[config.mk]
export PLATFORM = sky130hd
export DESIGN_NAME = sfdb_denorm
export DESIGN_NICKNAME = d
export VERILOG_FILES = /design/src/hw/rtl/sfdb_pkg.sv /design/src/hw/rtl/sfdb_denorm.sv
export SDC_FILE = /design/constraint.sdc
export NUM_CORES = 1
export LEC_CHECK = 0
export CAP_MARGIN = 40
export CELL_PAD_IN_SITES_DETAIL_PLACEMENT = 1
export CELL_PAD_IN_SITES_GLOBAL_PLACEMENT = 1
export CORE_AREA = 4 4 73 92
export DETAILED_ROUTE_END_ITERATION = 10
export DIE_AREA = 0 0 77 96
export DONT_BUFFER_PORTS = 1
export PLACE_DENSITY = 0.87
export SYNTH_ARGS = -nofsm -noshare
export SYNTH_HDL_FRONTEND = slang
export SYNTH_SLANG_ARGS = --single-unit
[constraint.sdc]
create_clock -name vclk -period 2.4
set_clock_uncertainty 0.05 [all_clocks]
set_input_delay 0 -clock vclk [all_inputs]
set_output_delay 0 -clock vclk [all_outputs]
set_load 0.005 [all_outputs]
[src/hw/rtl/sfdb_pkg.sv]
`timescale 1ns / 1ps

package sfdb_pkg;

    // register indexes of the configuration port
    typedef enum logic [2:0] {
        CFG_COMPONENT_COUNT = 3'd0,
        CFG_DIVIDEND_VARIES = 3'd1,
        CFG_DIVISOR_VARIES  = 3'd2,
        CFG_UNI_DIVIDEND_X  = 3'd3,
        CFG_UNI_DIVIDEND_Y  = 3'd4,
        CFG_UNI_DIVIDEND_Z  = 3'd5,
        CFG_UNI_DIVIDEND_W  = 3'd6,
        CFG_UNI_DIVISOR     = 3'd7
    } t_cfg_idx;

    localparam logic [31:0] EXP_MASK    = 32'h7F80_0000;
    localparam logic [31:0] QUIET_BIT   = 32'h0040_0000;
    localparam logic [31:0] DEFAULT_NAN = 32'h7FC0_0000;
    localparam logic [31:0] FLOAT_ONE   = 32'h3F80_0000;

    // 26 quotient bits after the leading one, two per pipeline stage
    localparam int DIV_STEPS     = 26;
    localparam int STEPS_PER_STG = 2;
    localparam int DIV_STG       = DIV_STEPS / STEPS_PER_STG;

    // one lane while the quotient is being developed
    typedef struct packed {
        logic               special;
        logic [31:0]        spec_val;
        logic               sign;
        logic signed [10:0] expo;
        logic [23:0]        rem;
        logic [23:0]        dsr;
        logic [26:0]        quo;
    } t_lane;

    // one lane ahead of rounding
    typedef struct packed {
        logic        special;
        logic [31:0] spec_val;
        logic        sign;
        logic        ovf;
        logic [7:0]  expo;
        logic [26:0] sig;
    } t_rnd;

endpackage

[src/hw/rtl/sfdb_denorm.sv]
`timescale 1ns / 1ps

// sticky fold, overflow detect, right shift into the subnormal range
module sfdb_denorm (
    input  sfdb_pkg::t_lane i_lane,
    output sfdb_pkg::t_rnd  o_rnd
);

    always_comb begin
        logic [26:0] q;
        logic [10:0] s_full;
        logic [4:0]  s;
        logic        lost;

        q      = i_lane.quo | {26'd0, (i_lane.rem != 24'd0)};
        s_full = 11'(11'sd1 - i_lane.expo);
        s      = s_full[4:0];
        lost   = 1'b0;

        o_rnd.special  = i_lane.special;
        o_rnd.spec_val = i_lane.spec_val;
        o_rnd.sign     = i_lane.sign;
        o_rnd.ovf      = i_lane.expo >= 11'sd255;
        o_rnd.expo     = i_lane.expo[7:0];
        if (i_lane.expo < 11'sd1) begin
            if (s_full >= 11'd27) begin
                q = 27'd1;
            end else begin
                lost = |(q & ~({27{1'b1}} << s));
                q    = (q >> s) | {26'd0, lost};
            end
            o_rnd.expo = 8'd1;
        end
        o_rnd.sig = q;
    end

endmodule

==> out/metrics.yaml <==
critical_path:
  crit_buf_inv: 3
  slowest_delay_ns: 0.39
  cp-end-kind: "primary output"
  worstPathMaxFanout: 41
  slowest_stage: "buf_4"
  crit_family: "compound AO/OA/AOI/OAI gates"
  cp.arrival_ns: 2.05
  critPathKind: "in -> out"
  crit_required_ns: 2.35
  cp_cell_sequence: "inv_1 -> ha_1 -> inv_1 -> ha_1 -> buf_4 -> a21oi_1 -> nor3b_1 -> o311ai_0 -> a2111oi_2 -> a31oi_1"
  crit_path_start_kind: "primary input"
pwr:
  pwr_density_cell_nw_per_um2: 198
  vdd.ir_drop.worst_v: 0.000144
  total_power_uw: 524
  power_leakage_uw: 0.000981
layout:
  seq_cells: 0
  areaGrowthSynthToFinish_pct: 4.18
  seq_area_sq_um: 0
  nClkBuffers: 0
  final_common_cell: "nand2_1"
  drive_above_1_share: 0.136
  mostFrequentLayoutCells: "nand2_1 (65), dlygate4sd3_1 (35), mux4_2 (22)"
  fin_nets: 459
  multi_input_area_sq_um: 2100
  num_antenna_cells: 0
  n_fill_cell: 704
routing:
  wl_per_cell_um: 25.2
  drt_iter0_drc: 391
  first_pass_iters: 5
  via_per_inst: 7.25
  routed_wl_mm: 10.0
  vias: 2885
  post-route-drc-count: 0
  ant_nets: 0
grt:
  grt_pass1_wl_mm: 15.0
  grt_max_degree: 46
  grtUsageTotal: 0.252
  overflow: 0
  antenna_found_initial: 0
  grt_pass1_vias: 2831
sta:
  max_freq_ghz: 0.477
  post-route-period-util: 0.874
  finalHoldViolations: 0
  max_slew.worst_pin.slew_ns: 0.617
  period_minus_slack_ns: 2.10
  max_slew_margin: 0.584
  rsz0062_at_grt: "false"
  maxSlewViolCount: 0
  setup_tns_ns: 0
  setup_viol: 0
  worst_slack_ns: 0.301
run:
  maxCapViolations: 0
synthesis:
  syn_area_sq_um: 2540
  synth.area.top_cells: "mux4_2 (19%), buf_4 (10%), nand2_1 (9.6%)"
  synth.largest_area_cell: "mux4_2"
  ys_seq_area_frac: 0
  synth_top_area_frac: 0.195
  synth_area_per_cell_sq_um: 7.35
  ys_warn_count: 0
  ys_types: 59
  syn_inst: 346
  syn-num-nets: 471
floorplanning:
  core.rowCount: 31
  start_util: 0.440
  die_x_um: 77
  core_sq_um: 5780
  chipHeight_um: 96
  io_pins: 190
  die_area_sq_um: 7390
placed_design:
  routabilityCongestion: 0.985
  dp_slack_ns: 0.280
  hpwl_mm: 7.27
  io_buffers: 0
clocking:
  cts-resized-gates: 0
  postCtsSetupBuffers: 0
  hold_buffers: 35
outcome:
  outcome: "complete, no violations"
min_path:
  hp-class: "in -> out"
[power breakdown]
group | total, uW | internal, uW | leakage [uW] | switching [uW]
clock | 0 | 0 | 0 | 0
sequential | 0 | 0 | 0 | 0
combinational | 524 | 244 | 0.000981 | 280
total | 524 | 244 | 0.000981 | 280
[metrics by stage]
step	cells	cell area, sq um	utilization	hold WS, ns
after floorplan	346	2540	-	0.0308
after global placement	363	2300	0.398	-0.0500
after detailed placement	363	2300	0.398	-0.0500
after CTS	398	2650	0.459	0.0349
after global routing	398	2650	0.459	0.0412
final	398	2650	0.459	0.0315
[layer usage]
| layer | track usage | vias up | routed length, um |
|---|---|---|---|
| li1 | - | 1241 | - |
| met5 | 0 | - | 0 |
| met1 | 0.293 | 1396 | 3520 |
| met2 | 0.485 | 227 | 5330 |
| met4 | 0.0653 | 0 | 201 |
| met3 | 0.0337 | 21 | 994 |
[worst paths after layout]
path  cells after the start       start  slack (ns)        end
min                       1  i_lane[76]        0.03  o_rnd[25]
max                      10  i_lane[77]        0.30   o_rnd[0]
[cell usage after synthesis, types with 2 or more instances]
cell,number
o211ai_1,6
a32o_1,6
nand4_1,2
a21oi_1,12
mux2_2,3
nor4_1,7
mux4_2,22
buf_2,8
mux2i_1,18
a22oi_1,2
inv_1,8
nor3_1,9
clkbuf_1,10
o21ai_0,20
maj3_1,3
o21bai_1,2
nor2_1,19
nand3_1,15
nand2b_1,2
nor2b_1,8
nor3b_1,2
o21ai_1,4
and3_1,3
nand2_1,65
ha_1,5
o22ai_1,2
a32oi_1,2
a222oi_1,2
o2bb2ai_1,2
buf_6,6
buf_4,35
o21a_1,2
a31oi_1,2
o2111ai_1,3
a22o_1,5
[logic make-up after synthesis]
logic type | count (synthesis) | synth area share
buffers and inverters | 69 | 0.175
adders and majority gates | 8 | 0.0364
muxes | 43 | 0.279
and+or+nand+nor | 141 | 0.267
xor gates and xnor gates | 2 | 0.00984
AOI/OAI and AO/OA | 83 | 0.233
[layout make-up]
| cell class | count | area share |
|---|---|---|
| Multi-Input combinational cell | 277 | 0.793 |
| Timing Repair Buffer | 46 | 0.163 |
| Tap cell | 66 | 0.0312 |
| Inverter | 9 | 0.0127 |
(Power assumes the default switching activity.)
