`config.mk`:
```
export PLATFORM = sky130hd
export DESIGN_NAME = sfdb_div_stage
export DESIGN_NICKNAME = d
export VERILOG_FILES = /design/src/hw/rtl/sfdb_pkg.sv /design/src/hw/rtl/sfdb_div_stage.sv
export SDC_FILE = /design/constraint.sdc
export NUM_CORES = 1
export LEC_CHECK = 0
export BUFFER_PORTS_ARGS = -buffer_cell sky130_fd_sc_hd__buf_2
export CORE_AREA = 4 4 79 118
export DETAILED_ROUTE_END_ITERATION = 8
export DIE_AREA = 0 0 83 122
export PLACE_DENSITY_LB_ADDON = 0.08
export SETUP_SLACK_MARGIN = 0.5
export SLEW_MARGIN = 15
export SYNTH_ARGS = -nofsm -noshare
export SYNTH_HDL_FRONTEND = slang
export SYNTH_SLANG_ARGS = --single-unit
```
`constraint.sdc`:
```
create_clock -name vclk -period 7.5
set_clock_uncertainty 0.15 [all_clocks]
set_input_delay 0.375 -clock vclk [all_inputs]
set_output_delay 0.375 -clock vclk [all_outputs]
set_load 0.005 [all_outputs]
```
`src/hw/rtl/sfdb_pkg.sv`:
```
`timescale 1ns / 1ps

package sfdb_pkg;

    // register indexes of the configuration port
    typedef enum logic [2:0] {
        CFG_COMPONENT_COUNT = 3'd0,
        CFG_DIVIDEND_VARIES = 3'd1,
        CFG_DIVISOR_VARIES  = 3'd2,
        CFG_UNI_DIVIDEND_X  = 3'd3,
        CFG_UNI_DIVIDEND_Y  = 3'd4,
        CFG_UNI_DIVIDEND_Z  = 3'd5,
        CFG_UNI_DIVIDEND_W  = 3'd6,
        CFG_UNI_DIVISOR     = 3'd7
    } t_cfg_idx;

    localparam logic [31:0] EXP_MASK    = 32'h7F80_0000;
    localparam logic [31:0] QUIET_BIT   = 32'h0040_0000;
    localparam logic [31:0] DEFAULT_NAN = 32'h7FC0_0000;
    localparam logic [31:0] FLOAT_ONE   = 32'h3F80_0000;

    // 26 quotient bits after the leading one, two per pipeline stage
    localparam int DIV_STEPS     = 26;
    localparam int STEPS_PER_STG = 2;
    localparam int DIV_STG       = DIV_STEPS / STEPS_PER_STG;

    // one lane while the quotient is being developed
    typedef struct packed {
        logic               special;
        logic [31:0]        spec_val;
        logic               sign;
        logic signed [10:0] expo;
        logic [23:0]        rem;
        logic [23:0]        dsr;
        logic [26:0]        quo;
    } t_lane;

    // one lane ahead of rounding
    typedef struct packed {
        logic        special;
        logic [31:0] spec_val;
        logic        sign;
        logic        ovf;
        logic [7:0]  expo;
        logic [26:0] sig;
    } t_rnd;

endpackage

```
`src/hw/rtl/sfdb_div_stage.sv`:
```
`timescale 1ns / 1ps

// restoring division, STEPS_PER_STG quotient bits
module sfdb_div_stage (
    input  sfdb_pkg::t_lane i_lane,
    output sfdb_pkg::t_lane o_lane
);

    always_comb begin
        logic [24:0] r2;
        o_lane = i_lane;
        for (int i = 0; i < sfdb_pkg::STEPS_PER_STG; i++) begin
            r2 = {o_lane.rem, 1'b0};
            if (r2 >= {1'b0, o_lane.dsr}) begin
                o_lane.rem = 24'(r2 - {1'b0, o_lane.dsr});
                o_lane.quo = {o_lane.quo[25:0], 1'b1};
            end else begin
                o_lane.rem = r2[23:0];
                o_lane.quo = {o_lane.quo[25:0], 1'b0};
            end
        end
    end

endmodule

```
==> run_results.csv <==
group,metric,value,unit
floorplan,num_rows,41,
cells_and_area,stdcell_area,3620,µm²
critical_path,critPathRequiredTime,6.97,ns
place,numPortBuffers,98,
routing,num_vias,3533,
critical_path,cp-start-kind,"input pin",
place,dp_worst_setup_slack,0.723,ns
critical_path,crit_family,"compound AO/OA/AOI/OAI gates",
routing,drc_errors,0,
critical_path,cp_max_fo,9,
floorplan,start_util,44.4,%
sta,finalCritPeriodShare,87.0,%
critical_path,critPathKind,"in -> out",
critical_path,arrival,6.00,ns
cells_and_area,final_util,43.6,%
synth,synthCells,515,
global_routing,met1_usage,19.9,%
global_routing,grtUsageMet3,2.71,%
place,dp_cells,625,
sta,maxSlewHeadroom,53.7,%
critical_path,crit_chain,"buf_2 -> inv_1 -> ha_1 -> a21o_1 -> a211o_1 -> a2111oi_2 -> o21ai_0 -> nand3b_1 -> nand2_2 -> clkinv_1 -> buf_4 -> mux2_2 -> ha_1 -> a21oi_1 -> a21oi_1 -> or4b_2 -> o211ai_1 -> o21ai_0 -> a21oi_2 -> o21ai_0 -> a211o_1 -> mux2_4 -> buf_2",
global_routing,antenna_found_initial,0,
sta,worst_slew_pin_slew,0.685,ns
cells_and_area,fin_cells,625,
global_routing,grt_max_degree,18,
critical_path,worstSetupPathDepth,23,
floorplan,fp.coreArea,8310,µm²
routing,drtIter0Drc,112,
sta,maxSlewViolCount,0,
sta,setup_slack,0.973,ns
cells_and_area,drive_above_1_share,26.8,%
pwr,p_leak,1.84,nW
pwr,max-vdd-ir-drop,0.0777,mV
cells_and_area,nClkBuffers,0,
synth,synth_cell_type_count,58,
floorplan,dieArea,10100,µm²
cells_and_area,seq_cells,0,
routing,wirelength,10.7,mm
pwr,cellPowerDensity,184,nW/µm²
global_routing,use_met2,40.8,%
critical_path,timing.critical_path.to,"o_lane[73]",
global_routing,grt_pass1_wl,17.1,mm
pwr,finalPower,0.668,mW
routing,avgViaCountPerCell,5.65,
sta,whs,0.600,ns
critical_path,cpMostUsedCell,"o21ai_0",
synth,syn_area,3690,µm²
cells_and_area,syn_to_final_growth,-1.80,%
place,dpl_cell_area,3620,µm²
sta,rsz0062_at_grt,"false",
min_path,hold_class,"in -> out",
floorplan,dieHeight,122,µm
place,gp_congestion,0.886,
clock_tree,post-cts-setup-buffers,0,
sta,fin_setup_tns,0,ns
global_routing,grt_busiest_layer,"met2",
global_routing,grt_pass1_vias,3649,
routing,ant_nets,0,
synth,syn_nets,683,
cells_and_area,register_area,0,µm²
synth,yosysSeqAreaShare,0,%
global_routing,overflow,0,
cells_and_area,final_nets,688,
cells_and_area,diodes,0,
synth,ys.warnings.count,0,
sta,fin_crit,6.53,ns
sta,setup_viol,0,
sta,hold_violations,0,
critical_path,worst_path_max_delay_cell,"or4b_2",
routing,wire_per_inst,17.1,µm
sta,timing.fmax,153,MHz
critical_path,critPathLaunch,"i_lane[41]",
outcome,status,"finished clean",
critical_path,max_stage_delay,0.63,ns
run,maxCapViolations,0,
place,post-dp-hpwl,9.22,mm
critical_path,cp-end-kind,"output pin",
floorplan,die_w,83,µm
synth,syn_avg_cell_area,7.17,µm²
critical_path,crit_buf_inv,5,
floorplan,io_pins,240,
global_routing,track_usage,20.0,%
routing,drtPass1Iterations,4,
## placed cells by master, fill, tap and decap left out, drive strengths merged, types with 2 or more instances in the layout
cell type / instances
buf: 104
ha: 47
nand2: 39
inv: 36
a21oi: 34
o21ai: 32
nor2: 30
xnor2: 26
mux2: 22
a21o: 17
o21a: 9
nand2b: 8
xor2: 8
nand3: 8
nor2b: 7
o31a: 5
nand4: 5
a211oi: 5
nor3: 5
and3: 5
a31oi: 5
a21boi: 4
o31ai: 4
a2111oi: 4
nor4: 3
o211ai: 3
a211o: 3
or2: 3
or3: 3
and2: 3
o21bai: 3
a31o: 2
o2111ai: 2
nand3b: 2
o2111a: 2
a311o: 2
o41ai: 2
mux2i: 2
or4: 2
## layout make-up
| cell class | instances | area, µm² |
|---|---|---|
| fill | 927 | 4690 |
| inverter | 37 | 139 |
| multi-input combinational | 377 | 2820 |
| tap | 107 | 134 |
| timing repair buffer | 104 | 536 |
## kinds of logic after synthesis
group / synth area share [%]
multiplexers: 7.97
AO/OA/AOI/OAI: 26.9
AND/OR/NAND/NOR: 16.7
adder cells (fa/ha/maj): 16.5
buffers and inverters: 23.9
XOR/XNOR: 8.07
## timing repair
| item | in CTS | in global routing |
|---|---|---|
| gates resized for setup | 0 | 2 |
| hold buffers | 0 | 0 |
| setup endpoints to repair | 0 | 12 |
## power by group
group	switching [mW]	internal, mW	total (mW)
clock network	0	0	0
registers	0	0	0
logic	0.346	0.322	0.668
## per-layer routing
metal  up-vias  wire length (µm)
li1       1753                 -
met1      1594              3770
met2       124              5880
met3        62               618
met4         0               438
met5         -                 0
## synth_stat cells (7+ instances only)
cell	count	area (µm²)
inv_1	35	131
buf_4	94	706
a21oi_1	34	170
nor2_1	30	113
nor2b_1	7	43.8
xor2_1	8	70.1
nand2_1	39	146
xnor2_1	26	228
nand2b_1	8	50.1
nand3_1	8	40.0
mux2_2	15	169
o21a_1	9	67.6
a21o_1	17	128
o21ai_0	32	160
ha_1	47	588
mux2_4	7	105
## worst min-delay path by stage
stage / to / from / depth (start not counted)
after floorplan: o_lane[100] / i_lane[100] / 1
after global placement: o_lane[102] / i_lane[102] / 0
after detailed placement: o_lane[102] / i_lane[102] / 0
after CTS: o_lane[102] / i_lane[102] / 0
after global routing: o_lane[100] / i_lane[100] / 0
final: o_lane[10] / i_lane[8] / 0
Note: power is estimated with default switching activity, not from simulation.
