File: config.mk
export PLATFORM = sky130hd
export DESIGN_NAME = sfdb_prep
export DESIGN_NICKNAME = d
export VERILOG_FILES = /design/src/hw/rtl/sfdb_pkg.sv /design/src/hw/rtl/sfdb_prep.sv
export SDC_FILE = /design/constraint.sdc
export NUM_CORES = 1
export LEC_CHECK = 0
export ABC_AREA = 1
export BUFFER_PORTS_ARGS = -buffer_cell sky130_fd_sc_hd__buf_2
export CORE_ASPECT_RATIO = 0.5
export CORE_UTILIZATION = 40
export DETAILED_ROUTE_END_ITERATION = 8
export PLACE_DENSITY = 0.69
export SLEW_MARGIN = 5
export SYNTH_ARGS = -nofsm -noshare
export SYNTH_HDL_FRONTEND = slang
export SYNTH_SLANG_ARGS = --single-unit
File: constraint.sdc
create_clock -name vclk -period 5.3
set_clock_uncertainty 0.2 [all_clocks]
set_input_delay 0 -clock vclk [all_inputs]
set_output_delay 0 -clock vclk [all_outputs]
set_load 0.1 [all_outputs]
File: src/hw/rtl/sfdb_pkg.sv
`timescale 1ns / 1ps

package sfdb_pkg;

    // register indexes of the configuration port
    typedef enum logic [2:0] {
        CFG_COMPONENT_COUNT = 3'd0,
        CFG_DIVIDEND_VARIES = 3'd1,
        CFG_DIVISOR_VARIES  = 3'd2,
        CFG_UNI_DIVIDEND_X  = 3'd3,
        CFG_UNI_DIVIDEND_Y  = 3'd4,
        CFG_UNI_DIVIDEND_Z  = 3'd5,
        CFG_UNI_DIVIDEND_W  = 3'd6,
        CFG_UNI_DIVISOR     = 3'd7
    } t_cfg_idx;

    localparam logic [31:0] EXP_MASK    = 32'h7F80_0000;
    localparam logic [31:0] QUIET_BIT   = 32'h0040_0000;
    localparam logic [31:0] DEFAULT_NAN = 32'h7FC0_0000;
    localparam logic [31:0] FLOAT_ONE   = 32'h3F80_0000;

    // 26 quotient bits after the leading one, two per pipeline stage
    localparam int DIV_STEPS     = 26;
    localparam int STEPS_PER_STG = 2;
    localparam int DIV_STG       = DIV_STEPS / STEPS_PER_STG;

    // one lane while the quotient is being developed
    typedef struct packed {
        logic               special;
        logic [31:0]        spec_val;
        logic               sign;
        logic signed [10:0] expo;
        logic [23:0]        rem;
        logic [23:0]        dsr;
        logic [26:0]        quo;
    } t_lane;

    // one lane ahead of rounding
    typedef struct packed {
        logic        special;
        logic [31:0] spec_val;
        logic        sign;
        logic        ovf;
        logic [7:0]  expo;
        logic [26:0] sig;
    } t_rnd;

endpackage

File: src/hw/rtl/sfdb_prep.sv
`timescale 1ns / 1ps

// classify, special results, normalize subnormals, first quotient bit
module sfdb_prep (
    input  logic [31:0]          i_a,
    input  logic [31:0]          i_b,
    output sfdb_pkg::t_lane      o_lane
);

    function automatic logic [4:0] lzc24(input logic [23:0] v);
        logic [4:0] n;
        n = 5'd24;
        for (int i = 0; i < 24; i++) begin
            if (v[i]) begin
                n = 5'(23 - i);
            end
        end
        return n;
    endfunction

    always_comb begin
        logic               a_nan, b_nan, a_inf, b_inf, a_zero, b_zero, sgn;
        logic [4:0]         a_lz, b_lz;
        logic [23:0]        ma, mb;
        logic signed [10:0] ea, eb;
        logic [24:0]        x;

        sgn    = i_a[31] ^ i_b[31];
        a_nan  = (i_a[30:23] == 8'hFF) && (i_a[22:0] != 23'd0);
        b_nan  = (i_b[30:23] == 8'hFF) && (i_b[22:0] != 23'd0);
        a_inf  = (i_a[30:23] == 8'hFF) && (i_a[22:0] == 23'd0);
        b_inf  = (i_b[30:23] == 8'hFF) && (i_b[22:0] == 23'd0);
        a_zero = i_a[30:0] == 31'd0;
        b_zero = i_b[30:0] == 31'd0;

        a_lz = lzc24({1'b0, i_a[22:0]});
        b_lz = lzc24({1'b0, i_b[22:0]});
        if (i_a[30:23] == 8'd0) begin
            ma = {1'b0, i_a[22:0]} << a_lz;
            ea = 11'sd1 - $signed({6'd0, a_lz});
        end else begin
            ma = {1'b1, i_a[22:0]};
            ea = $signed({3'd0, i_a[30:23]});
        end
        if (i_b[30:23] == 8'd0) begin
            mb = {1'b0, i_b[22:0]} << b_lz;
            eb = 11'sd1 - $signed({6'd0, b_lz});
        end else begin
            mb = {1'b1, i_b[22:0]};
            eb = $signed({3'd0, i_b[30:23]});
        end

        o_lane.sign = sgn;
        o_lane.dsr  = mb;
        o_lane.quo  = 27'd1;
        if (ma < mb) begin
            x           = {ma, 1'b0};
            o_lane.expo = ea - eb + 11'sd126;
        end else begin
            x           = {1'b0, ma};
            o_lane.expo = ea - eb + 11'sd127;
        end
        o_lane.rem = 24'(x - {1'b0, mb});

        o_lane.special  = 1'b1;
        if (a_nan) begin
            o_lane.spec_val = i_a | sfdb_pkg::QUIET_BIT;
        end else if (b_nan) begin
            o_lane.spec_val = i_b | sfdb_pkg::QUIET_BIT;
        end else if (a_inf) begin
            o_lane.spec_val = b_inf ? sfdb_pkg::DEFAULT_NAN : {sgn, sfdb_pkg::EXP_MASK[30:0]};
        end else if (b_inf) begin
            o_lane.spec_val = {sgn, 31'd0};
        end else if (b_zero) begin
            o_lane.spec_val = a_zero ? sfdb_pkg::DEFAULT_NAN : {sgn, sfdb_pkg::EXP_MASK[30:0]};
        end else if (a_zero) begin
            o_lane.spec_val = {sgn, 31'd0};
        end else begin
            o_lane.special  = 1'b0;
            o_lane.spec_val = 32'd0;
        end
    end

endmodule

==> qor.log <==
qor: setup_path.crit_fanout 9
qor: power.power_leakage 6.90 nW
qor: status.violations DRC, setup timing
qor: floorplan.core_area 0.0155 sq mm
qor: placed_design.placed_cells_incl_taps 1966
qor: setup_path.timing.critical_path.arrival 7610 ps
qor: route.final_antenna_net_count 0
qor: layout.sequential_cell_area 0 sq um
qor: route.drc_errors 57
qor: route.wl 45.5 mm
qor: floorplan.chipHeight 91.6 um
qor: job.drv.max_cap_violation_count 0
qor: layout.layout.cells.most_common_list buf_4 (408), nand2_1 (320), nand3_1 (138), inv_1 (133), buf_2 (119)
qor: setup_path.crit_path_start_kind input pin
qor: sta.setup_repair_after_global_routing_missed_its_margin yes
qor: global_routing.first_global_vias 11300
qor: route.top_layer_used met5
qor: setup_path.worst_setup_path_startpoint i_a[1]
qor: layout.insertedDiodeCount 0
qor: power.vdd.ir_drop.worst 0.311 mV
qor: setup_path.required 5100 ps
qor: layout.final_net_count 1952
qor: power.power.share.switching 63.1%
qor: synth.synthesis.area_per_instance 5.08 sq um
qor: route.detailroute.wirelength.met3 7.57 mm
qor: sta.headroom_to_the_max_slew_limit 34.1%
qor: synth.netlist-cell-type-count 46
qor: sta.layout_min_cycle_time 7810 ps
qor: synth.synth-seq-area-share 0%
qor: global_routing.grt_overflow_total 0
qor: setup_path.worst_setup_path_endpoint o_lane[67]
qor: status.run_status finished with violations
qor: power.share_seq_of_total_power 0%
qor: layout.sequential_cell_total 0
qor: floorplan.i_o_pins 184
qor: floorplan.starting_density_of_the_core 41.3%
qor: layout.final_common_cell buf_4
qor: layout.final_cells 2028
qor: placed_design.numPortBuffers 157
qor: synth.synthesis.area 0.00642 sq mm
qor: route.detailroute.via_count 12600
qor: power.p_per_area 244 mW/mm^2
qor: global_routing.largest_net_degree_at_the_start_of_global_routing 27
qor: sta.worst_slew_pin_slew 989 ps
qor: sta.report.final.hold_viol_count 0
qor: layout.area_delta_synth_final 104%
qor: route.detail_route.vias_per_cell 6.19
qor: route.wl_met1 15.6 mm
qor: route.dr_iter_0_viols 1950
qor: floorplan.row_count 32
qor: sta.post-route-worst-setup-slack -2510 ps
qor: sta.slew_viol_final 0
qor: global_routing.first_pass_grt_wire_length 59.1 mm
qor: route.total_length_of_routed_met2_wires 18.3 mm
qor: route.first_pass_iters 9
qor: power.pwr-share-clk 0%
qor: sta.fin_crit_sh 147%
qor: setup_path.crit_path_slowest_cell a21oi_1
qor: hold_path.min_delay_path_depth 4
qor: power.power.switching 2.01 mW
qor: setup_path.timing.setup.critical_path_class input pin to output port
qor: setup_path.crit_path_max_incr_delay 750 ps
qor: setup_path.path_common_cell nand2_1
qor: placed_design.gpl.final_weighted_congestion 1.03
qor: route.route.detailed.wl_per_inst 22.4 um
qor: hold_path.timing.hold.worst.class input pin to output port
qor: setup_path.endpoint_kind output port
qor: global_routing.number_of_antenna_violations_at_the_first_check_in_global_routing 1
qor: layout.clock_buffers 0
qor: sta.setup-violations-final 27
qor: sta.setup_tns -31160 ps
qor: layout.share_of_cells_above_drive_strength_1 48.5%
qor: global_routing.grt.total_usage 45.0%
qor: floorplan.die-width 181 um
qor: placed_design.dp.final_hpwl 29.0 mm
qor: synth.synthesis.yosys.warnings 0
qor: synth.number_of_instances_in_the_synthesized_netlist 1265
qor: power.comb_power_share 100.0%
qor: sta.maxClockFrequency 0.128 GHz
qor: power.p_int 1.17 mW
qor: floorplan.die_area 0.0166 sq mm
cell usage after synthesis (all sizes together) (2+ instances only):
| cell type | n | share of area, % |
|---|---|---|
| and2 | 3 | 0.29 |
| fa | 2 | 0.62 |
| a21oi | 77 | 6.0 |
| clkinv | 8 | 0.47 |
| ha | 60 | 12 |
| a22oi | 2 | 0.23 |
| nand3 | 187 | 15 |
| a21boi | 4 | 0.53 |
| o21ai | 86 | 7.1 |
| nand2 | 405 | 24 |
| nor3 | 6 | 0.47 |
| nor2 | 77 | 4.6 |
| xnor2 | 10 | 1.4 |
| buf | 43 | 4.6 |
| xor2 | 29 | 4.0 |
| inv | 154 | 9.0 |
| a211oi | 4 | 0.47 |
| nor4 | 8 | 0.78 |
| o21bai | 2 | 0.23 |
| a31oi | 5 | 0.49 |
| conb | 2 | 0.12 |
| o311ai | 2 | 0.27 |
| nand4 | 13 | 1.3 |
| clkbuf | 25 | 1.5 |
| o211ai | 12 | 1.4 |
| o22ai | 32 | 3.1 |
how the worst min path moves through the flow:
stage / startpoint / endpoint / slack [ps]
floorplan: i_b[22] / o_lane[49] / 80
global placement: i_a[31] / o_lane[86] / 320
detailed placement: i_b[17] / o_lane[44] / 350
CTS: i_b[17] / o_lane[44] / 350
global route: i_b[17] / o_lane[44] / 370
finish: i_b[17] / o_lane[44] / 350
metrics by stage:
step / utilization [%] / setup WS [ps] / total power [mW] / hold slack, ps / cell area, sq um
floorplan: - / -753 / 1.64 / 80.9 / 7210
finish: 84.1 / -2510 / 3.19 / 351 / 13100
detailed placement: 72.4 / -1220 / 2.63 / 353 / 11200
CTS: 78.0 / -958 / 2.79 / 353 / 12100
global placement: 72.4 / -976 / 2.57 / 318 / 11200
global route: 84.1 / -2680 / 3.27 / 374 / 13100
metal layers:
layer | track usage, % | vias to the layer above
met4 | 19.5 | 2
met1 | 56.1 | 5634
met3 | 8.82 | 446
met5 | 0 | -
met2 | 75.3 | 1190
li1 | - | 5285
layout make-up:
class,count,area [sq um]
Fill cell,939,2470
Tap cell,204,255
Inverter,162,648
Timing Repair Buffer,599,4850
Multi-Input combinational cell,1063,7310
cells by family (layout without fill, tap and decap cells):
logic type / count (synthesis) / count (layout) / synth area share (%)
buf+inv: 230 / 761 / 15.5
compound gates: 231 / 231 / 20.5
xor+xnor: 39 / 39 / 5.32
other cells: 2 / 27 / 0.117
simple gates: 701 / 704 / 46.2
fa+ha+maj: 62 / 62 / 12.3
power by group through the flow:
stage	registers, mW	clock network (mW)	logic, mW
floorplan	0	0	1.64
global placement	0	0	2.57
detailed placement	0	0	2.63
CTS	0	0	2.79
global route	0	0	3.27
finish	0	0	3.19
worst max-delay path: cells and delay by family:
family          cells  cell delay (ps)
fa+ha+maj           2              520
simple gates       41             3790
xor+xnor            1              230
buf+inv            11             1560
compound gates      6             1470
timing repair:
action                                  in CTS  in global routing
buffers inserted                            41                 31
pin swaps                                   85                101
hold buffers                                 0                  0
gates resized for setup                    116                180
endpoints found under the setup margin      20                 30
gates cloned                                 4                  1
(Power assumes the default switching activity.)
