File: src/hw/rtl/sfdb_pkg.sv
`timescale 1ns / 1ps

package sfdb_pkg;

    // register indexes of the configuration port
    typedef enum logic [2:0] {
        CFG_COMPONENT_COUNT = 3'd0,
        CFG_DIVIDEND_VARIES = 3'd1,
        CFG_DIVISOR_VARIES  = 3'd2,
        CFG_UNI_DIVIDEND_X  = 3'd3,
        CFG_UNI_DIVIDEND_Y  = 3'd4,
        CFG_UNI_DIVIDEND_Z  = 3'd5,
        CFG_UNI_DIVIDEND_W  = 3'd6,
        CFG_UNI_DIVISOR     = 3'd7
    } t_cfg_idx;

    localparam logic [31:0] EXP_MASK    = 32'h7F80_0000;
    localparam logic [31:0] QUIET_BIT   = 32'h0040_0000;
    localparam logic [31:0] DEFAULT_NAN = 32'h7FC0_0000;
    localparam logic [31:0] FLOAT_ONE   = 32'h3F80_0000;

    // 26 quotient bits after the leading one, two per pipeline stage
    localparam int DIV_STEPS     = 26;
    localparam int STEPS_PER_STG = 2;
    localparam int DIV_STG       = DIV_STEPS / STEPS_PER_STG;

    // one lane while the quotient is being developed
    typedef struct packed {
        logic               special;
        logic [31:0]        spec_val;
        logic               sign;
        logic signed [10:0] expo;
        logic [23:0]        rem;
        logic [23:0]        dsr;
        logic [26:0]        quo;
    } t_lane;

    // one lane ahead of rounding
    typedef struct packed {
        logic        special;
        logic [31:0] spec_val;
        logic        sign;
        logic        ovf;
        logic [7:0]  expo;
        logic [26:0] sig;
    } t_rnd;

endpackage

File: src/hw/rtl/sfdb_round.sv
`timescale 1ns / 1ps

// round to nearest even and pack
module sfdb_round (
    input  sfdb_pkg::t_rnd i_rnd,
    output logic [31:0]    o_res
);

    always_comb begin
        logic [2:0]  g;
        logic [23:0] m;
        logic        inc;
        logic [31:0] res;

        g   = i_rnd.sig[2:0];
        m   = i_rnd.sig[26:3];
        inc = (g > 3'd4) || ((g == 3'd4) && m[0]);
        res = {1'b0, 8'(i_rnd.expo - 8'd1), 23'd0} + {7'd0, 25'({1'b0, m} + {24'd0, inc})};
        if (res >= sfdb_pkg::EXP_MASK) begin
            res = sfdb_pkg::EXP_MASK;
        end
        if (i_rnd.special) begin
            o_res = i_rnd.spec_val;
        end else if (i_rnd.ovf) begin
            o_res = {i_rnd.sign, sfdb_pkg::EXP_MASK[30:0]};
        end else begin
            o_res = {i_rnd.sign, res[30:0]};
        end
    end

endmodule

File: config.mk
export PLATFORM = sky130hd
export DESIGN_NAME = sfdb_round
export DESIGN_NICKNAME = d
export VERILOG_FILES = /design/src/hw/rtl/sfdb_pkg.sv /design/src/hw/rtl/sfdb_round.sv
export SDC_FILE = /design/constraint.sdc
export NUM_CORES = 1
export LEC_CHECK = 0
export BUFFER_PORTS_ARGS = -buffer_cell sky130_fd_sc_hd__buf_4
export CELL_PAD_IN_SITES_DETAIL_PLACEMENT = 0
export CELL_PAD_IN_SITES_GLOBAL_PLACEMENT = 1
export CORE_MARGIN = 2
export CORE_UTILIZATION = 27
export DETAILED_ROUTE_END_ITERATION = 8
export PLACE_DENSITY = 0.87
export SLEW_MARGIN = 10
export SYNTH_ARGS = -nofsm -noshare
export SYNTH_HDL_FRONTEND = slang
export SYNTH_SLANG_ARGS = --single-unit
File: constraint.sdc
create_clock -name vclk -period 2.7
set_input_delay 0 -clock vclk [all_inputs]
set_output_delay 0 -clock vclk [all_outputs]
set_load 0.02 [all_outputs]
==> results.json, run 1 <==
{
  "drive_gt1_share_pct": 46.73,
  "post-route-period-util_pct": 94.54,
  "ys_top_cells_by_area": "xor2_1, o21ai_2, nand2_1",
  "place_ws_ns": 0.07399,
  "ant_nets": 0,
  "vdd.ir_drop.worst_mv": 0.09382,
  "syn_nets": 275,
  "setup_slack_ns": 0.1475,
  "routabilityCongestion": 0.9230,
  "drt-total-wl_um": 4556,
  "p_int_uw": 188.2,
  "worstHoldStart": "i_rnd[44]",
  "power_uw": 381.1,
  "io_pins": 102,
  "end_kind": "output pin",
  "comb_power_share_pct": 100.0,
  "dp_hpwl_um": 3688,
  "viasPerCell": 4.710,
  "max_slew.worst_pin.slew_ns": 0.8201,
  "path_class": "in -> out",
  "area.growth.synth_to_final_pct": 65.72,
  "p_sw_share_pct": 50.61,
  "yosys.area.top_type": "xor2_1",
  "first_pass_iters": 4,
  "finalCriticalPeriod_ns": 2.553,
  "critPathSlowestCell": "or4_4",
  "die-width_um": 75.20,
  "worst_ep_required_time_ns": 2.70,
  "grt_usage_pct": 14.53,
  "finalHoldViolations": 0,
  "ys_seq_area_share_pct": 0,
  "clock_buffers": 0,
  "cp_num_cells": 13,
  "placement.io_buffers": 102,
  "grt_pass1_vias": 1547,
  "design_area_mm2": 0.002268,
  "route.detailed.drc": 0,
  "core_area_mm2": 0.004817,
  "max_stage_delay_ns": 0.50,
  "postCtsHoldBufs": 0,
  "worstPathArrival_ns": 2.55,
  "holdPathEnd": "o_res[7]",
  "synthDominantCellAreaShare_pct": 13.44,
  "routedWlPerCell_um": 12.21,
  "seq_area_um2": 0,
  "fin_cells": 373,
  "synth_area_mm2": 0.001369,
  "grt_pass1_wl_um": 6720,
  "synth.avg_cell_area_um2": 6.776,
  "slew_violations": 0,
  "cellLeakagePower_nw": 1.001,
  "hold_path.class": "in -> out",
  "path_common_cell": "buf_4",
  "syn_inst": 202,
  "grt_overflow": 0,
  "cp_max_fo": 6,
  "fmax_ghz": 0.3918,
  "die_h_um": 75.20,
  "power.density_mw_per_mm2": 168.0,
  "holdPathStages": 4,
  "vias": 1757,
  "outcome": "complete, no violations",
  "synth.distinct_cells": 41,
  "switching_power_uw": 192.9,
  "crit_chain": "buf_4 -> and2_1 -> ha_1 -> nand4_1 -> nor4_2 -> a31oi_1 -> xnor2_1 -> or4_4 -> o41ai_4 -> buf_4 -> clkbuf_16 -> o21ai_2 -> buf_4",
  "finalSetupViolCount": 0,
  "drv_cap": 0,
  "antenna_found_initial": 0,
  "row_count": 25,
  "max_slew_margin_pct": 44.83,
  "power_frac_seq_pct": 0,
  "fill_cells": 517,
  "placed_cell_area_mm2": 0.002205,
  "seq_cell_count": 0,
  "place_inst": 370,
  "start_util_pct": 28.42,
  "num_antenna_cells": 0,
  "path_delay_family": "simple AND/OR/NAND/NOR gates",
  "grt_max_degree": 34,
  "cp-start-kind": "input pin",
  "clkPwrFrac_pct": 0,
  "ys_warn_count": 0,
  "drt-initial-drc-count": 85,
  "worst-path-buf-inv": 4,
  "die-area_mm2": 0.005655,
  "final.setup.tns_ns": 0,
  "fin_nets": 381
}
[layer usage]
layer  GRT usage, %  share of wire [%]
met5              0                  0
met1          18.97                 45
met2          27.29                 47
met3          1.606                8.0
met4              0                  0
[power by group through the flow]
stage / sequential (mW) / combinational (mW) / clock, mW
2_1_floorplan: 0 / 0.194 / 0
3_3_place_gp: 0 / 0.368 / 0
3_5_place_dp: 0 / 0.369 / 0
4_1_cts: 0 / 0.371 / 0
5_1_grt: 0 / 0.413 / 0
6_report: 0 / 0.381 / 0
[tightest hold or removal path, cell delays in order]
cell and delay [ns]:
buf_4 0.07, nand2_1 0.05, o21ai_2 0.05, buf_4 0.13
[cell usage after synthesis, types with 2 or more instances]
library cell,instances
nor2b_1,8
a21oi_1,9
clkbuf_1,3
nor2_1,17
ha_1,3
nand2b_1,4
nand2_1,33
o21ai_0,5
buf_6,2
mux2i_1,3
nand4_1,6
nor3_1,6
and3_1,3
inv_1,7
xor2_1,21
nand3_1,12
a31oi_1,3
xnor2_1,12
nor4_1,4
o21ai_2,20
[through the flow]
step                      hold slack, ns  util, %
after floorplan                   0.1484        -
after global placement            0.3013    45.77
after detailed placement          0.2997    45.77
after CTS                         0.3007    45.77
after global routing              0.3090    47.09
final                             0.2985    47.09
[cell families (layout without fill, tap and decap cells)]
kind of cell	Yosys count	count (layout)	synth area share [%]
xor gates and xnor gates	34	34	22.30
adders and majority gates	3	3	2.743
muxes	4	4	3.016
buffers and inverters	14	118	7.130
AOI/OAI and AO/OA	44	44	25.23
and+or+nand+nor	103	103	39.58
[worst max-delay path by stage]
stage / startpoint / endpoint / slack [ns]
floorplan: i_rnd[3] / o_res[10] / 0.40
global placement: i_rnd[3] / o_res[0] / 0.14
detailed placement: i_rnd[3] / o_res[2] / 0.07
CTS: i_rnd[3] / o_res[2] / 0.07
global route: i_rnd[3] / o_res[21] / -0.01
finish: i_rnd[3] / o_res[21] / 0.15
[final cells by class]
cell class | instances | area (um^2) | area share, %
repair buffers | 111 | 867.1 | 38.22
inverters | 7 | 26.28 | 1.158
well taps | 67 | 83.83 | 3.696
multi-input cells | 188 | 1291 | 56.92
[layout by cell type (no fill, tap or decap), drive strengths merged, types with 2 or more instances in the layout]
cell	instances
a21oi	9
a31oi	3
and3	3
buf	110
ha	3
inv	7
mux2i	3
nand2	33
nand2b	4
nand3	13
nand4	7
nor2	17
nor2b	8
nor3	6
nor4	5
o21ai	25
or4	2
xnor2	13
xor2	21
[timing repair]
action                                  CTS  global route
setup buffers                             0             1
gates resized for setup                   0             3
endpoints found under the hold margin     0             0
endpoints found under the setup margin    0            23
Note: power is estimated with default switching activity, not from simulation.
==> inputs of run 2 (changes only) <==
==> constraint.sdc (replaced) <==
create_clock -name vclk -period 2.35
set_input_delay 0 -clock vclk [all_inputs]
set_output_delay 0 -clock vclk [all_outputs]
set_load 0.02 [all_outputs]
==> run 2 against run 1 <==
Net effect:
- the run now ends with setup timing left
- design area up 23%
- count of clock-buffer cells in the layout unchanged
- combinational power up 38%
- flip-flop and latch count unchanged
- worst hold slack worse by 0.0081 ns
- non-clock buffer count up 40
- power up 38%
- critical path type unchanged
- largest cell class unchanged
- highest routed layer is now met4
==> results.json, run 2 (synthesis gave the netlist of run 1 again) <==
{
  "grt_pass1_vias": 1713,
  "cp_max_fo": 6,
  "finalCriticalPeriod_ns": 2.428,
  "core_area_mm2": 0.004817,
  "grt_pass1_wl_um": 7797,
  "crit_chain": "buf_4 -> inv_1 -> ha_4 -> xnor2_2 -> nor3b_1 -> a31oi_4 -> xnor2_2 -> or4_4 -> o41ai_4 -> buf_6 -> buf_12 -> buf_16 -> o21ai_2 -> buf_6",
  "rsz0062_at_grt": "true",
  "antenna_found_initial": 0,
  "drive_gt1_share_pct": 56.94,
  "routabilityCongestion": 0.8110,
  "seq_cell_count": 0,
  "placed_cell_area_mm2": 0.002362,
  "first_pass_iters": 5,
  "path_class": "in -> out",
  "area.growth.synth_to_final_pct": 103.3,
  "finalSetupViolCount": 21,
  "dp_hpwl_um": 3776,
  "failed_checks": "setup timing",
  "max_slew.worst_pin.slew_ns": 0.4992,
  "post-route-period-util_pct": 103.3,
  "final_cell_mix": "buf_4, nand2_1, buf_6",
  "row_count": 25,
  "grt_usage_pct": 16.98,
  "seq_area_um2": 0,
  "finalHoldViolations": 0,
  "route.detailed.drc": 0,
  "drv_cap": 0,
  "grt_overflow": 0,
  "cp-start-kind": "input pin",
  "cellLeakagePower_nw": 1.258,
  "setup_slack_ns": -0.07787,
  "place_inst": 391,
  "io_pins": 102,
  "die-width_um": 75.20,
  "outcome": "finished, violations left",
  "routedWlPerCell_um": 11.98,
  "grt_max_degree": 34,
  "start_util_pct": 28.42,
  "hold_path.class": "in -> out",
  "fmax_ghz": 0.4119,
  "clock_buffers": 0,
  "power.density_mw_per_mm2": 188.6,
  "vdd.ir_drop.worst_mv": 0.1137,
  "slew_violations": 0,
  "drt-total-wl_um": 4946,
  "holdWs_ns": 0.2905,
  "fin_cells": 413,
  "postCtsHoldBufs": 0,
  "worst_ep_required_time_ns": 2.35,
  "vias": 1957,
  "design_area_mm2": 0.002783,
  "critPathSlowestCell": "nor3b_1",
  "worstPathArrival_ns": 2.43,
  "final_common_cell": "buf_4",
  "num_antenna_cells": 0,
  "power_uw": 524.8,
  "die-area_mm2": 0.005655,
  "max_stage_delay_ns": 0.44,
  "ant_nets": 0,
  "max_slew_margin_pct": 66.65,
  "die_h_um": 75.20,
  "place_ws_ns": -0.2326,
  "drt-initial-drc-count": 35,
  "viasPerCell": 4.738,
  "fin_nets": 421,
  "end_kind": "output pin",
  "placement.io_buffers": 102
}
[run 2: cell count changes in the layout (fill, tap and decap cells not counted), moves of 3 or more]
| cell | delta |
|---|---|
| o21ai_0 | -3 |
| buf_4 | +16 |
| buf_6 | +23 |
| o21ai_1 | +3 |
[run 2: cell type report]
| type | instances | area (um^2) |
|---|---|---|
| fillers | 475 | 2034 |
| inverters | 7 | 26.28 |
| multi-input cells | 188 | 1404 |
| well taps | 67 | 83.83 |
| repair buffers | 151 | 1269 |
[run 2: where the power goes]
part           total [mW]  switching (mW)  internal, mW
Sequential              0               0             0
Combinational       0.525           0.248         0.277
Clock                   0               0             0
[run 2: worst max-delay path, delay by kind of cell]
family | cells | cell delay (ns)
xor+xnor | 2 | 0.32
compound gates | 3 | 0.37
fa+ha+maj | 1 | 0.18
simple gates | 2 | 0.87
buf+inv | 6 | 0.69
[run 2: repair_timing]
action | in CTS | in global routing
setup buffers | 16 | 8
cloned | 2 | 0
gates resized for setup | 42 | 9
setup endpoints to repair | 23 | 23
pin swaps | 31 | 10
[run 2: worst paths after layout]
path	start	to	depth (start not counted)
max	i_rnd[28]	o_res[19]	14
min	i_rnd[58]	o_res[21]	4
[run 2: per-layer routing]
metal / global-route usage, % / routed length (um)
met1: 22.28 / 2010
met2: 30.31 / 2435
met3: 2.677 / 456
met4: 1.754 / 44
met5: 0 / 0
[run 2: per-stage QoR]
stage	util (%)	TNS, ns
3_3_place_gp	49.04	-2.593
2_1_floorplan	-	0
5_1_grt	57.77	-2.716
3_5_place_dp	49.04	-4.463
6_report	57.77	-0.6602
4_1_cts	55.95	-0.7865
